--- config.mk ---
export PLATFORM = sky130hd
export DESIGN_NAME = two_bit_huffman_decoder
export DESIGN_NICKNAME = d
export VERILOG_FILES = /design/src/rtl/core/tbhd_pkg.sv /design/src/rtl/core/two_bit_huffman_decoder.sv
export VERILOG_INCLUDE_DIRS = /design/src /design/src/rtl/core
export SDC_FILE = /design/constraint.sdc
export NUM_CORES = 1
export LEC_CHECK = 0
export ABC_CLOCK_PERIOD_IN_PS = 16100
export BUFFER_PORTS_ARGS = -buffer_cell sky130_fd_sc_hd__buf_2
export CELL_PAD_IN_SITES_DETAIL_PLACEMENT = 0
export CELL_PAD_IN_SITES_GLOBAL_PLACEMENT = 1
export CORE_ASPECT_RATIO = 0.8
export CORE_UTILIZATION = 50
export CTS_BUF_LIST = sky130_fd_sc_hd__clkbuf_8
export DETAILED_ROUTE_END_ITERATION = 6
export PLACE_DENSITY = 0.95
export SLEW_MARGIN = 20
export SYNTH_ARGS = -nofsm -noshare
export SYNTH_HDL_FRONTEND = slang
export SYNTH_SLANG_ARGS = --single-unit
--- constraint.sdc ---
create_clock -name clk -period 16.1 [get_ports clk]
set_input_delay 2.415 -clock clk [delete_from_list [all_inputs] [get_ports clk]]
set_output_delay 2.415 -clock clk [all_outputs]
set_load 0.005 [all_outputs]
--- src/rtl/core/two_bit_huffman_decoder_assert.svh ---
// ---------------------------------------------------------------------------
// Assertion macros for the two-bit Huffman decoder
// Clocked on clk, disabled while rst_n is low.
// ---------------------------------------------------------------------------
`ifndef TWO_BIT_HUFFMAN_DECODER_ASSERT_SVH
`define TWO_BIT_HUFFMAN_DECODER_ASSERT_SVH

// same-cycle implication
`define TBHD_ASSERT_IMP(lbl, ante, cons, msg) \
  lbl: assert property (@(posedge clk) disable iff (!rst_n) (ante) |-> (cons)) \
    else $error(msg);

// next-cycle implication
`define TBHD_ASSERT_NXT(lbl, ante, cons, msg) \
  lbl: assert property (@(posedge clk) disable iff (!rst_n) (ante) |=> (cons)) \
    else $error(msg);

`endif

--- src/rtl/core/tbhd_pkg.sv ---
// ---------------------------------------------------------------------------
// tbhd_pkg
// Types and constants of the two-bit Huffman decoder.
// ---------------------------------------------------------------------------
`default_nettype none

package tbhd_pkg;

  localparam int unsigned LIMIT_W       = 17;
  localparam int unsigned MAX_OUT_BYTES = 65536;
  localparam int unsigned RES_DEPTH     = 4;
  localparam int unsigned RES_PTR_W     = $clog2(RES_DEPTH);
  localparam int unsigned RES_CNT_W     = $clog2(RES_DEPTH + 1);

  // one result word
  typedef struct packed {
    logic [7:0] data;
    logic       has;
    logic       fin;
  } res_t;

  // 3-bit code window -> rank (codes 0, 10, 110, 111)
  function automatic logic [1:0] code_to_rank(input logic [2:0] code);
    logic [1:0] r;
    unique case (code)
      3'b010:  r = 2'd1;
      3'b110:  r = 2'd2;
      3'b111:  r = 2'd3;
      default: r = 2'd0;
    endcase
    return r;
  endfunction

endpackage

`default_nettype wire

--- src/rtl/core/two_bit_huffman_decoder.sv ---
// ---------------------------------------------------------------------------
// two_bit_huffman_decoder
// Static prefix-code decoder for 2-bit symbols, one compressed byte a word.
// ---------------------------------------------------------------------------
//
//  channel | dir | words                     | handshake
//  --------+-----+---------------------------+----------------------
//  in_     | in  | compressed byte + tlast   | in_tvalid/in_tready
//  out_    | out | decoded byte/status       | out_tvalid/out_tready
//  cfg_    | in  | out_limit (17 bits)       | cfg_valid/cfg_ready
//
//  One input word per cycle while in_tready is high. The decode of all 8
//  bits of a word is one pass of shallow logic from the state registers
//  into a 4-entry result queue. A word yields 0..2 results; the queue
//  drains one result per cycle while out_tready is high.
//  in_tready is high while the queue has room for two results.
//  Synchronous active-low reset: out_limit = 65536, block state cleared,
//  queue emptied. cfg_ready is always high.
// ---------------------------------------------------------------------------
`default_nettype none

module two_bit_huffman_decoder
  import tbhd_pkg::*;
(
  input  wire logic               clk,
  input  wire logic               rst_n,
  // input stream
  input  wire logic               in_tvalid,
  output logic                    in_tready,
  input  wire logic [7:0]         in_tdata,   // [7:0] in_byte
  input  wire logic               in_tlast,   // last_in
  // result stream
  output logic                    out_tvalid,
  input  wire logic               out_tready,
  output logic [7:0]              out_tdata,  // [7:0] out_byte
  output logic                    out_tuser,  // [0] has_byte
  output logic                    out_tlast,  // final_res
  // config
  input  wire logic               cfg_valid,
  output logic                    cfg_ready,
  input  wire logic [LIMIT_W-1:0] cfg_data    // out_limit
);

  // ---- block state ----
  logic [LIMIT_W-1:0] out_limit_r;
  logic               hdr_seen_r, hdr_seen_nxt;
  logic [1:0]         rank_r [4];
  logic [1:0]         rank_nxt [4];
  logic [2:0]         cbits_r, cbits_nxt;
  logic [1:0]         clen_r, clen_nxt;
  logic [7:0]         asm_r, asm_nxt;
  logic [1:0]         slot_r, slot_nxt;
  logic [LIMIT_W-1:0] emitted_r, emitted_nxt;
  logic               halted_r, halted_nxt;

  // ---- result queue ----
  res_t               q_mem [RES_DEPTH];
  logic [RES_PTR_W-1:0] wr_r, rd_r;
  logic [RES_CNT_W-1:0] cnt_r;

  logic               in_fire, out_fire;
  logic [LIMIT_W-1:0] lim;
  logic               hit1, hit2;
  res_t               res0, res1;
  logic [1:0]         nres;

  assign in_fire   = in_tvalid && in_tready;
  assign out_fire  = out_tvalid && out_tready;
  assign cfg_ready = 1'b1;
  assign in_tready = cnt_r <= RES_CNT_W'(RES_DEPTH - 2);

  // limit in force
  assign lim  = (out_limit_r > LIMIT_W'(MAX_OUT_BYTES)) ? LIMIT_W'(MAX_OUT_BYTES)
                                                        : out_limit_r;
  // limit reached after the first / second byte of this word
  assign hit1 = (emitted_r + LIMIT_W'(1)) >= lim;
  assign hit2 = (emitted_r + LIMIT_W'(2)) >= lim;

  // ---- single-pass decode of one word ----
  always_comb begin
    logic [2:0] cb;
    logic [1:0] cl;
    logic [7:0] ab;
    logic [1:0] sl;
    logic [1:0] sym;
    logic       bv;
    logic       stop;
    logic [1:0] rk [4];
    logic [2:0] bi;

    hdr_seen_nxt = hdr_seen_r;
    for (int i = 0; i < 4; i++) rank_nxt[i] = rank_r[i];
    cbits_nxt   = cbits_r;
    clen_nxt    = clen_r;
    asm_nxt     = asm_r;
    slot_nxt    = slot_r;
    emitted_nxt = emitted_r;
    halted_nxt  = halted_r;
    res0        = '0;
    res1        = '0;
    nres        = 2'd0;

    cb   = cbits_r;
    cl   = clen_r;
    ab   = asm_r;
    sl   = slot_r;
    sym  = 2'd0;
    bv   = 1'b0;
    stop = 1'b0;
    bi   = 3'd0;
    for (int i = 0; i < 4; i++) rk[i] = rank_r[i];

    if (in_fire && !halted_r) begin
      if (emitted_r >= lim) begin
        // already at limit: one status word, nothing decoded
        halted_nxt = 1'b1;
        res0       = '{data: 8'd0, has: 1'b0, fin: 1'b1};
        nres       = 2'd1;
      end else begin
        if (!hdr_seen_r) begin
          rk[0] = in_tdata[7:6];
          rk[1] = in_tdata[5:4];
          rk[2] = in_tdata[3:2];
          rk[3] = 2'd0;
          // highest symbol none of the three names
          for (int i = 0; i < 4; i++) begin
            if (rk[0] != 2'(i) && rk[1] != 2'(i) && rk[2] != 2'(i)) rk[3] = 2'(i);
          end
        end
        // MSB first; the header word carries only its low two code bits
        for (int b = 7; b >= 0; b--) begin
          bi = 3'(b);
          if (!stop && (hdr_seen_r || bi < 3'd2)) begin
            bv = in_tdata[bi];
            cb = {cb[1:0], bv};
            cl = cl + 2'd1;
            if (!bv || cl == 2'd3) begin
              sym = rk[code_to_rank(cb)];
              ab  = ab | (8'(sym) << {sl, 1'b0});
              cb  = 3'd0;
              cl  = 2'd0;
              if (sl == 2'd3) begin
                if (nres == 2'd0) res0 = '{data: ab, has: 1'b1, fin: 1'b0};
                else              res1 = '{data: ab, has: 1'b1, fin: 1'b0};
                nres = nres + 2'd1;
                ab   = 8'd0;
                sl   = 2'd0;
                if ((nres == 2'd1 && hit1) || (nres == 2'd2 && hit2)) stop = 1'b1;
              end else begin
                sl = sl + 2'd1;
              end
            end
          end
        end
        hdr_seen_nxt = 1'b1;
        for (int i = 0; i < 4; i++) rank_nxt[i] = rk[i];
        cbits_nxt   = cb;
        clen_nxt    = cl;
        asm_nxt     = ab;
        slot_nxt    = sl;
        emitted_nxt = emitted_r + LIMIT_W'(nres);
        halted_nxt  = stop;
        // flag the block's last result
        if (stop || in_tlast) begin
          if (nres == 2'd0) begin
            res0 = '{data: 8'd0, has: 1'b0, fin: 1'b1};
            nres = 2'd1;
          end else if (nres == 2'd1) begin
            res0.fin = 1'b1;
          end else begin
            res1.fin = 1'b1;
          end
        end
      end
    end

    // end of block: clear for the next one
    if (in_fire && in_tlast) begin
      hdr_seen_nxt = 1'b0;
      for (int i = 0; i < 4; i++) rank_nxt[i] = 2'd0;
      cbits_nxt   = 3'd0;
      clen_nxt    = 2'd0;
      asm_nxt     = 8'd0;
      slot_nxt    = 2'd0;
      emitted_nxt = '0;
      halted_nxt  = 1'b0;
    end
  end

  // ---- state registers ----
  always_ff @(posedge clk) begin
    if (!rst_n) begin
      out_limit_r <= LIMIT_W'(65536);
      hdr_seen_r  <= 1'b0;
      for (int i = 0; i < 4; i++) rank_r[i] <= 2'd0;
      cbits_r     <= 3'd0;
      clen_r      <= 2'd0;
      asm_r       <= 8'd0;
      slot_r      <= 2'd0;
      emitted_r   <= '0;
      halted_r    <= 1'b0;
      wr_r        <= '0;
      rd_r        <= '0;
      cnt_r       <= '0;
    end else begin
      if (cfg_valid && cfg_ready) out_limit_r <= cfg_data;
      hdr_seen_r <= hdr_seen_nxt;
      for (int i = 0; i < 4; i++) rank_r[i] <= rank_nxt[i];
      cbits_r    <= cbits_nxt;
      clen_r     <= clen_nxt;
      asm_r      <= asm_nxt;
      slot_r     <= slot_nxt;
      emitted_r  <= emitted_nxt;
      halted_r   <= halted_nxt;
      wr_r       <= wr_r + RES_PTR_W'(nres);
      if (out_fire) rd_r <= rd_r + RES_PTR_W'(1);
      cnt_r      <= cnt_r + RES_CNT_W'(nres) - RES_CNT_W'(out_fire);
    end
  end

  // ---- result queue storage ----
  always_ff @(posedge clk) begin
    if (nres != 2'd0) q_mem[wr_r] <= res0;
    if (nres == 2'd2) q_mem[wr_r + RES_PTR_W'(1)] <= res1;
  end

  assign out_tvalid = cnt_r != '0;
  assign out_tdata  = q_mem[rd_r].data;
  assign out_tuser  = q_mem[rd_r].has;
  assign out_tlast  = q_mem[rd_r].fin;

  // ---- checks ----
`include "two_bit_huffman_decoder_assert.svh"

  `TBHD_ASSERT_IMP(a_q_bound, 1'b1, cnt_r <= RES_CNT_W'(RES_DEPTH), "result queue overflow")
  `TBHD_ASSERT_IMP(a_halt_quiet, in_fire && halted_r, nres == 2'd0, "result after halt")
  `TBHD_ASSERT_IMP(a_status_final, nres != 2'd0 && !res0.has, res0.fin,
                   "status word without final flag")
  `TBHD_ASSERT_NXT(a_block_clear, in_fire && in_tlast, !hdr_seen_r && !halted_r,
                   "block state not cleared after last word")

endmodule

`default_nettype wire
Word level (Yosys, flattened, before mapping)
Memories as Yosys holds them, arrays and structs flattened. A register that Yosys moved wholly into a read port is not among the register bits.
Index checks and enable logic that the tools add are counted.
- output and inout bits: 13
- bits of input ports: 31
- memories kept: 2
- flip-flop bits (word level): 57
- logic and storage cells: 620
- RAM bits: 48
- memory list (memory ; words ; bits a word ; read ports ; clocked after memory_dff ; write ports ; RTL line ; RTL):
    q_mem ; 4 ; 10 ; 1 ; 1 ; 2 ; two_bit_huffman_decoder.sv:57 ; res_t q_mem [RES_DEPTH];
    rank_r ; 4 ; 2 ; 4 ; 0 ; 4 ; two_bit_huffman_decoder.sv:47 ; logic [1:0] rank_r [4];
- reductions and logical operators: 71
- multiplexer cells: 397
- add/subtract/negate cells: 31
- equality and inequality tests: 65
- order comparisons: 13
- bitwise logic cells: 22
- shift-type cells: 8
- operator list (cell ; count):
    $mux W10 ; 76
    $mux W2 ; 195
    $mux W8 ; 44
    $mux W1 ; 64
    $or A8 B8 Y8 ; 8
    $shl A2 B3 Y8 ; 8
    $ge A17 B17 Y1 ; 3
    $add A2 B1 Y2 const B ; 25
    $eq A2 B2 Y1 const B ; 24
    $eq A3 B3 Y1 const B ; 16
    $pmux W2 S3 ; 8
    $bmux W2 S2 ; 8
    $logic_and A1 B1 Y1 ; 29
    $eq A3 B2 Y1 const B ; 8
    $ge A3 B3 Y1 const B ; 8
    $not A2 Y3 ; 8
    $add A17 B1 Y17 const B ; 1
    $add A17 B2 Y17 ; 1
    $add A17 B2 Y17 const B ; 1
    $gt A17 B17 Y1 const B ; 1
    $mux W17 ; 1
    $eq A2 B1 Y1 const B ; 8
    $logic_not A2 Y1 ; 8
    $logic_or A1 B1 Y1 ; 16
    other kinds (14) ; 38

Depth between registers and ports, before layout
Gate-level depths: netlist (run 1).
- word-level depth: 73
- mapped depth: 59

Worst setup path after synthesis (run 1)
Ideal clock, no wire load.
- kind: input to register
- start: input port in_tdata[7]
- end: register cnt_r[2]
- path slack: 4.934 ns
- data required time: 15.985 ns
- library setup time: 0.115 ns
- arrival time: 11.051 ns
- buffers on the path: 2
- stages on the path: 47
- cell sequence: nand2b_1 > and2_1 > mux2i_1 > inv_1 > ha_1 > nor4_1 > or2_2 > clkbuf_1 > inv_1 > ha_1 > nand4_1 > a21boi_2 > inv_1 > ha_1 > and2_1 > nand2_1 > a221o_1 > o211ai_1 > [... 11 more ...] > nor2b_1 > a211oi_1 > nand2_1 > xnor2_1 > ha_1 > nand2_1 > nor2_1 > o21ai_0 > a22oi_2 > o21ai_1 > o21a_1 > inv_1 > ha_1 > inv_1 > ha_1 > fa_1 > xnor2_1 > and2_1
- longest elaborated chain between the ends: 66
- elaborated cells between the ends (all ways): 243
- classes of those cells: add/sub (22); eq/ne (28); mux (151); reduce/logical (42)
- ends and longest elaborated chain (element ; RTL line ; RTL):
    from (decl) ; two_bit_huffman_decoder.sv:30 ; input wire logic [7:0] in_tdata,
    $logic_not A1 Y1 * ; two_bit_huffman_decoder.sv:137 ; if (!bv || cl == 2'd3) begin
    $logic_or A1 B1 Y1 * ; two_bit_huffman_decoder.sv:137 ;
    parallel branches: the longest is 59 deep, another holds $add A2 B1 Y2 ; -- ;
    $mux W2 * ; two_bit_huffman_decoder.sv:164 ; if (stop || in_tlast) begin
    $mux W2 * ; two_bit_huffman_decoder.sv:114 ; if (emitted_r >= lim) begin
    $mux W2 * ; two_bit_huffman_decoder.sv:113 ; if (in_fire && !halted_r) begin
    $add A3 B2 Y3 * ; two_bit_huffman_decoder.sv:217 ; cnt_r <= cnt_r + RES_CNT_W'(nres) - RES_CNT_W'(out_fire);
    $sub A3 B1 Y3 * ; two_bit_huffman_decoder.sv:217 ;
    to (signal assigned) ; two_bit_huffman_decoder.sv:217 ;
    to (decl) ; two_bit_huffman_decoder.sv:59 ; logic [RES_CNT_W-1:0] cnt_r;
Mark *: on every way between the ends. The select of a mux whose other input is x is not followed.
A chain may end at the register's enable or synchronous reset.

==> results_dict.tcl, run 1 <==
set metrics [dict create \
    outcome "complete, no violations" \
    drtPass1Iterations 6 \
    critPathKind "primary input to register" \
    postSynth.asyncResetShare_pct 0 \
    finalCritPeriodShare_pct 83.9 \
    critPathCaptureType "register" \
    synth_nets 1767 \
    count_of_pins_over_their_slew_limit 0 \
    route.vias.total 13300 \
    cts_max_path_buffers 2 \
    gpl.final_weighted_congestion 1.04 \
    number_of_instances_resized_during_post_cts_repair 0 \
    dominantRegCellSynth "dfxtp_1" \
    worst_ep_required_time_ns 16.24 \
    rsz_0062_raised_after_global_routing "false" \
    synth_sequential_area_ratio_pct 20.3 \
    cts_tree "yes" \
    finalSetupViolCount 0 \
    endpoint_worst_hold "asm_r[5]" \
    detail_route.iter0.violations 1742 \
    layout.cell_area.non_filler_um2 13100 \
    mappedNetlistArea_um2 12600 \
    whs_path_depth 2 \
    yosysWarningCount 0 \
    transition_time_at_the_pin_with_the_least_slew_margin_ns 1.10 \
    inserted_clock_buffers 9 \
    timing.max_cap.violations 0 \
    critical_path.max_stage_delay_ns 0.74 \
    crit_path_start_kind "primary input" \
    number_of_enable_flip_flop_cells_after_synthesis 40 \
    rr_worst_depth 46 \
    chipWidth_um 179 \
    mostFrequentLayoutCell "nand2_1" \
    synth_top_area_cell "dfxtp_1" \
    detail_route.wirelength_um 45000 \
    r2r_setup_slack_ns 2.78 \
    initial_core_utilization_pct 51.2 \
    final_stage_net_count 1746 \
    drcViolationCount 0 \
    antenna_found_initial 0 \
    antenna_cells_inserted 0 \
    cp_slowest_cell "a221oi_2" \
    ys_ff_latch 107 \
    timing.critical_path.mode_cell "ha_1" \
    root_buffer "clkbuf_8" \
    die_height_um 144 \
    hpwl_detailed_um 35900 \
    port_buffers 42 \
    fin_crit_ns 13.50 \
    fp-row-count 51 \
    timing.clock.skew_ns 0.0196 \
    nFillCells 2405 \
    post-synth-top-area-fraction_pct 10.7 \
    post_cts_hold_buffer_count 0 \
    ir_worst_vdd_uv 149 \
    cp_max_fo 14 \
    core_area_um2 24500 \
    timing.hold.worst.start "asm_r[5]" \
    postSynthAreaPerCell_um2 7.63 \
    hold_class "register to register" \
    most_frequent_cells_in_the_layout "nand2_1, nor2_1, a21oi_1, o21ai_0, ha_1" \
    timing_hold_violations_final 0 \
    die_area_um2 25700 \
    synth_cell_types 115 \
    routedWlPerCell_um 23.1 \
    maximum_number_of_pins_on_one_net_before_global_route_repair 46 \
    leakagePower_nw 5.06 \
    h-tree-depth 3 \
    pin_count 44 \
    synth.area.top_cells "dfxtp_1, edfxtp_1, ha_1" \
    synthCells 1644 \
    power_density_nw_per_um2 154 \
    tns_ns 0 \
    data_arrival_time_of_the_critical_path_ns 13.64 \
    finalCoreUtilization_pct 53.5 \
    post_dp_cell_area_um2 12900 \
    grt_overflow_total 0 \
    worstReg2RegEnd "q_mem[3][4]" \
    clkTransAtPathRegs_ns 0.12 \
    vias_per_cell 6.82 \
    grt_pass1_wl_um 68200 \
    grt_util_all_layers_pct 34.8 \
    postRouteAntennaNets 0 \
    clock_latency_ns 0.40 \
    final_layout_size_suffix_gt1_share_pct 9.34 \
    syn2layout_area_growth_pct 4.43 \
    fmax_mhz 74.1 \
    via_count_of_the_first_global_routing_pass 12000 \
    cts_sinks 107 \
    worstReg2RegStart "emitted_r[2]" \
    maxSlewHeadroom_pct 26.3 \
    post-cts-setup-buffers 0 \
]
## layout make-up
class	count	area, µm²	area share, %
multi-input cells	1394	9450	72.1
flip-flops and latches	107	2540	19.4
well taps	318	398	3.04
repair buffers	53	293	2.23
inverters	58	221	1.69
clock buffers	9	124	0.945
clock inverters	7	77.6	0.592
## Yosys cell counts (6+ instances only)
cell / n
a31oi_1: 17
mux4_2: 11
xnor2_1: 31
o21ai_1: 20
o221ai_1: 6
a221oi_1: 16
nand3_1: 57
o21ai_0: 100
nand2b_1: 23
and3_1: 7
mux2i_1: 55
nand2_1: 194
a211oi_1: 30
clkbuf_1: 61
o311ai_0: 6
and2_1: 25
edfxtp_1: 40
nor3_1: 43
o21a_1: 6
nor4_1: 23
xor2_1: 27
o21bai_1: 8
o22ai_1: 15
or2_2: 7
buf_1: 8
a21o_1: 18
inv_1: 51
a32oi_1: 8
buf_2: 11
o211ai_1: 22
a22oi_1: 25
o31ai_1: 19
mux2_2: 6
ha_1: 90
nand4_1: 22
a211o_1: 6
dfxtp_1: 67
or3_1: 16
nor3b_1: 7
a21oi_1: 132
nor2b_1: 30
nor2_1: 148
## through the flow
step	power, mW	hold slack (ns)	setup WS [ns]	cells
2_1_floorplan	1.41	0.442	4.93	1644
3_3_place_gp	1.78	0.466	2.95	1929
3_5_place_dp	1.79	0.475	2.52	1929
4_1_cts	1.97	0.490	2.91	1945
5_1_grt	2.14	0.533	1.69	1946
6_report	2.02	0.499	2.60	1946
## power breakdown
group | switching (mW) | internal (mW)
Sequential | 0.0544 | 0.356
Combinational | 0.971 | 0.465
Clock | 0.110 | 0.0614
## how the worst max path moves through the flow
stage	from	end	slack [ns]
global route	in_tdata[7]	q_mem[3][7]	1.69
floorplan	in_tdata[7]	cnt_r[2]	4.93
detailed placement	in_tdata[7]	q_mem[3][4]	2.52
CTS	in_tdata[7]	q_mem[3][7]	2.91
global placement	in_tdata[7]	q_mem[3][4]	2.95
finish	in_tdata[7]	q_mem[3][4]	2.60
## state kept, by name, indices dropped and copies added, names as in the netlist, named ones only
signal       cells
emitted_r       17
halted_r         1
rd_r             2
q_mem           40
cbits_r          2
rank_r           8
asm_r            8
out_limit_r     17
slot_r           2
hdr_seen_r       1
cnt_r            3
wr_r             2
clen_r           2
## logic make-up after synthesis
family	count (synthesis)	share of synthesized area (%)
and+or+nand+nor	632	24.7
AOI/OAI and AO/OA	533	29.3
buffers and inverters	143	4.57
DFF	107	20.3
adders and majority gates	92	9.29
muxes	73	7.01
xor gates and xnor gates	63	4.90
other	1	0.0299
## layer usage
metal	global-route usage (%)	routed length, µm	up-vias
met5	0	0	-
met4	11.5	1190	0
met3	6.83	4720	87
met2	52.8	19300	789
met1	49.0	19800	6249
li1	-	-	6147
## worst max-delay path: cells and delay by family
kind / cells / cell delay [ns]
AND/OR/NAND/NOR: 19 / 5.20
AO/OA/AOI/OAI: 11 / 3.33
adder cells (fa/ha/maj): 7 / 1.54
multiplexers: 1 / 0.40
buffers and inverters: 3 / 0.39
XOR/XNOR: 1 / 0.36
(Power assumes the default switching activity.)
==> run 2, diff against run 1 <==
Settings changed: ABC_CLOCK_PERIOD_IN_PS 16100 to 12800, CORE_UTILIZATION 50 to 49.
Clock period 16.1 ns to 12.8 ns, I/O delays scaled along.
==> results_dict.tcl, run 2 (synthesis gave the netlist of run 1 again) <==
set metrics [dict create \
    outcome "complete, no violations" \
    final_stage_net_count 1770 \
    inserted_clock_buffers 9 \
    chipWidth_um 181 \
    largest_register_by_flop_count "q_mem" \
    grt_pass1_wl_um 69900 \
    vias_per_cell 6.81 \
    maxSlewHeadroom_pct 27.8 \
    most_frequent_cells_in_the_layout "nand2_1, nor2_1, a21oi_1, o21ai_0, ha_1" \
    largest_register_ffs 40 \
    worst_ep_required_time_ns 12.82 \
    cts_max_path_buffers 2 \
    route.vias.total 13400 \
    post_cts_hold_buffer_count 0 \
    die_height_um 145 \
    grt_overflow_total 0 \
    final_layout_size_suffix_gt1_share_pct 11.3 \
    worstReg2RegEnd "q_mem[3][5]" \
    finalSetupViolCount 0 \
    cp_max_fo 14 \
    via_count_of_the_first_global_routing_pass 12300 \
    port_buffers 42 \
    ir_worst_vdd_uv 148 \
    core_area_um2 24800 \
    fp-row-count 51 \
    initial_core_utilization_pct 50.7 \
    detail_route.wirelength_um 45200 \
    cts_tree "yes" \
    root_buffer "clkbuf_8" \
    rsz_0062_raised_after_global_routing "true" \
    cellInternalPower_mw 1.14 \
    timing.hold.worst.start "rank_r[1][0]" \
    timing.critical_path.mode_cell "ha_1" \
    drtPass1Iterations 6 \
    data_arrival_time_of_the_critical_path_ns 11.91 \
    worst_slack_ns 0.909 \
    critical_path.max_stage_delay_ns 0.80 \
    drcViolationCount 0 \
    timing.max_cap.violations 0 \
    worstReg2RegStart "emitted_r[7]" \
    leakagePower_nw 5.19 \
    postRouteAntennaNets 0 \
    power_switching_share_pct 55.7 \
    fin_crit_ns 11.89 \
    comb_power_share_pct 71.7 \
    finalCritPeriodShare_pct 92.9 \
    detail_route.iter0.violations 1717 \
    pin_count 44 \
    cp_slowest_cell "nor2b_1" \
    finalHoldWorstSlack_ns 0.509 \
    routedWlPerCell_um 22.9 \
    hold_class "register to register" \
    critPathCaptureType "register" \
    timing.clock.skew_ns 0.0134 \
    gpl.final_weighted_congestion 1.06 \
    transition_time_at_the_pin_with_the_least_slew_margin_ns 1.05 \
    clockPowerShare_pct 8.1 \
    count_of_pins_over_their_slew_limit 0 \
    cts_sinks 107 \
    whs_path_depth 2 \
    sequentialPowerShare_pct 20.2 \
    h-tree-depth 3 \
    mostFrequentLayoutCell "nand2_1" \
    antenna_found_initial 0 \
    net-switching-power_mw 1.43 \
    power_density_nw_per_um2 193 \
    crit_path_start_kind "primary input" \
    grt_util_all_layers_pct 33.7 \
    clkTransAtPathRegs_ns 0.11 \
    clock_latency_ns 0.38 \
    die_area_um2 26300 \
    maximum_number_of_pins_on_one_net_before_global_route_repair 42 \
    fin_total_pwr_mw 2.57 \
    timing_hold_violations_final 0 \
    syn2layout_area_growth_pct 6.30 \
    critPathKind "primary input to register" \
    r2r_setup_slack_ns 0.96 \
    reg_top3 "q_mem (40), emitted_r (17), out_limit_r (17)" \
    fmax_mhz 84.1 \
    rr_worst_depth 46 \
    endpoint_worst_hold "rank_r[1][0]" \
    place_ws_ns 0.345 \
    hpwl_detailed_um 36000 \
]
[run 2: changes by cell type in the layout (fill, tap and decap cells not counted), moves of 2 or more]
cell / change
nor2_1: -2
buf_4: +24
nor2_2: +2
nor3_1: -2
nor3_2: +2
clkinv_8: -2
clkinv_4: +2
[run 2: layout make-up]
class                           instances  area (µm²)
Clock buffer                            9         124
Fill cell                            2388       11400
Sequential cell                       107        2540
Antenna cell                            1        2.50
Multi-Input combinational cell       1394        9510
Timing Repair Buffer                   77         473
Clock inverter                          7        66.3
Tap cell                              318         398
Inverter                               58         221
[run 2: layer usage]
layer / wire [µm] / global-route usage, % / up-vias
met5: 0 / 0 / -
met4: 1060 / 10.0 / 0
met3: 4620 / 6.17 / 75
met2: 19500 / 51.3 / 771
met1: 20000 / 48.1 / 6378
li1: - / - / 6201
[run 2: critical path, delay by kind of cell]
family / cells / cell delay, ns
compound gates: 7 / 1.92
simple gates: 20 / 4.42
buf+inv: 5 / 0.75
xor+xnor: 3 / 0.74
fa+ha+maj: 6 / 1.59
mux: 1 / 0.54
[run 2: what timing repair did]
action / 4_1_cts / 5_1_grt
setup endpoints to repair: 0 / 102
buffers inserted: 0 / 3
hold endpoints to repair: 0 / 0
resized for setup: 0 / 14
[run 2: stage by stage]
step	utilization (%)	TNS, ns	instances	instance area, µm²
4_1_cts	53.5	0	1967	13300
6_report	53.9	0	1971	13300
5_1_grt	53.9	-0.0156	1970	13300
2_1_floorplan	-	0	1644	12600
3_3_place_gp	52.7	0	1951	13100
3_5_place_dp	52.7	0	1951	13100
[run 2: power by group through the flow]
stage	Combinational (mW)	Clock [mW]	Sequential (mW)
floorplan	1.29	0	0.479
global placement	1.74	0	0.521
detailed placement	1.74	0	0.527
CTS	1.76	0.210	0.519
global route	1.99	0.221	0.529
finish	1.84	0.209	0.521
[run 2: worst max path at each step]
stage / start / end / slack [ns] / depth (start not counted)
4_1_cts: emitted_r[1] / emitted_r[13] / 0.37 / 48
2_1_floorplan: in_tdata[7] / cnt_r[2] / 2.13 / 47
3_5_place_dp: in_tdata[7] / emitted_r[13] / 0.35 / 44
5_1_grt: emitted_r[7] / emitted_r[13] / -0.02 / 50
6_report: in_tdata[7] / q_mem[3][5] / 0.91 / 42
3_3_place_gp: in_tdata[7] / emitted_r[13] / 0.62 / 46
==> run 3, diff against run 2 <==
Settings changed: RECOVER_POWER set to 25.
==> results_dict.tcl, run 3 (synthesis gave the netlist of run 1 again) <==
set metrics [dict create \
    outcome "complete, no violations" \
    power_density_nw_per_um2 193 \
    cp_max_fo 14 \
    fmax_mhz 84.2 \
    syn2layout_area_growth_pct 6.15 \
    critPathCaptureType "register" \
    drcViolationCount 0 \
    crit_path_start_kind "primary input" \
    chipWidth_um 181 \
    timing.max_cap.violations 0 \
    drtPass1Iterations 6 \
    grt_pass1_wl_um 69900 \
    transition_time_at_the_pin_with_the_least_slew_margin_ns 1.11 \
    hold_class "register to register" \
    maxSlewHeadroom_pct 26.0 \
    clock_latency_ns 0.38 \
    timing_hold_violations_final 0 \
    critPathKind "primary input to register" \
    count_of_pins_over_their_slew_limit 0 \
    rsz_0062_raised_after_global_routing "true" \
    largest_register_by_flop_count "q_mem" \
    timing.critical_path.mode_cell "ha_1" \
    cts_max_path_buffers 2 \
    route.vias.total 13300 \
    die_area_um2 26300 \
    root_buffer "clkbuf_8" \
    finalSetupViolCount 0 \
    finalHoldWorstSlack_ns 0.509 \
    h-tree-depth 3 \
    vias_per_cell 6.75 \
    clkTransAtPathRegs_ns 0.11 \
    leakagePower_nw 5.17 \
    timing.clock.skew_ns 0.0137 \
    critical_path.max_stage_delay_ns 0.84 \
    postRouteAntennaNets 0 \
    via_count_of_the_first_global_routing_pass 12300 \
    fin_crit_ns 11.87 \
    maximum_number_of_pins_on_one_net_before_global_route_repair 42 \
    grt_util_all_layers_pct 33.7 \
    final_layout_size_suffix_gt1_share_pct 10.9 \
    pin_count 44 \
    mostFrequentLayoutCell "nand2_1" \
    detail_route.wirelength_um 45000 \
    final_stage_net_count 1770 \
    cp_top_family "simple AND/OR/NAND/NOR gates" \
    hpwl_detailed_um 36000 \
    reg_top3 "q_mem (40), emitted_r (17), out_limit_r (17)" \
    post_dp_cell_area_um2 13100 \
    layout.cell_area.non_filler_um2 13300 \
    post_cts_hold_buffer_count 0 \
    finalCritPeriodShare_pct 92.7 \
    antenna_cells_inserted 0 \
    most_frequent_cells_in_the_layout "nand2_1, nor2_1, a21oi_1, o21ai_0, ha_1" \
    largest_register_ffs 40 \
    cts_tree "yes" \
    initial_core_utilization_pct 50.7 \
    routedWlPerCell_um 22.9 \
    die_height_um 145 \
    ir_worst_vdd_uv 148 \
    inserted_clock_buffers 9 \
    worst_ep_required_time_ns 12.81 \
    finalCoreUtilization_pct 53.8 \
    worstReg2RegStart "emitted_r[7]" \
    detail_route.iter0.violations 1606 \
    gpl.final_weighted_congestion 1.06 \
    fin_total_pwr_mw 2.56 \
    antenna_found_initial 0 \
    cts_sinks 107 \
    cp_slowest_cell "nor2b_1" \
    worst_path_bufs_invs 5 \
    grt_overflow_total 0 \
    core_area_um2 24800 \
    fp-row-count 51 \
    port_buffers 42 \
    timing.hold.worst.start "rank_r[1][0]" \
    startpoint "in_tdata[7]" \
    data_arrival_time_of_the_critical_path_ns 11.88 \
]
[run 3: metal layers]
metal | vias up | global-route usage (%) | share of wire (%)
met5 | - | 0 | 0
met4 | 0 | 10.0 | 2.6
met3 | 84 | 6.17 | 9.7
met2 | 725 | 51.3 | 43
met1 | 6308 | 48.1 | 45
li1 | 6181 | - | -
[run 3: timing repair]
item                       4_1_cts  5_1_grt
setup endpoints to repair        0      102
buffers inserted                 0        3
resized for setup                0       14
[run 3: final cells by class]
cell class | count | area (µm²)
Clock inverter | 7 | 66.3
Clock buffer | 9 | 124
Multi-Input combinational cell | 1394 | 9510
Sequential cell | 107 | 2540
Timing Repair Buffer | 77 | 463
Fill cell | 2395 | 11400
Inverter | 58 | 221
Tap cell | 318 | 398
[run 3: power breakdown]
part / leakage (nW) / switching, mW / internal, mW
combinational: 4.15 / 1.22 / 0.615
sequential: 0.925 / 0.0734 / 0.447
clock: 0.0982 / 0.131 / 0.0761
[run 3: worst paths after layout]
path | endpoint | slack (ns) | cells after the start
worst max-delay path | q_mem[3][2] | 0.93 | 42
worst min-delay path | rank_r[1][0] | 0.51 | 2
worst max register to register | q_mem[3][2] | 0.96 | 46
worst min register to register | rank_r[1][0] | 0.51 | 2
[run 3: worst register-to-register path: cells and delay by family, from the launching register on]
| kind | cells | cell delay (ns) |
|---|---|---|
| XOR/XNOR | 4 | 0.82 |
| flip-flops | 1 | 0.53 |
| AO/OA/AOI/OAI | 9 | 2.74 |
| adder cells (fa/ha/maj) | 6 | 1.57 |
| AND/OR/NAND/NOR | 24 | 5.33 |
| buffers and inverters | 3 | 0.49 |
[run 3: stage by stage]
| stage | cells | worst slack [ns] | setup TNS, ns |
|---|---|---|---|
| floorplan | 1644 | 2.13 | 0 |
| global placement | 1951 | 0.625 | 0 |
| detailed placement | 1951 | 0.345 | 0 |
| CTS | 1967 | 0.372 | 0 |
| global route | 1970 | -0.0156 | -0.0156 |
| finish | 1970 | 0.929 | 0 |
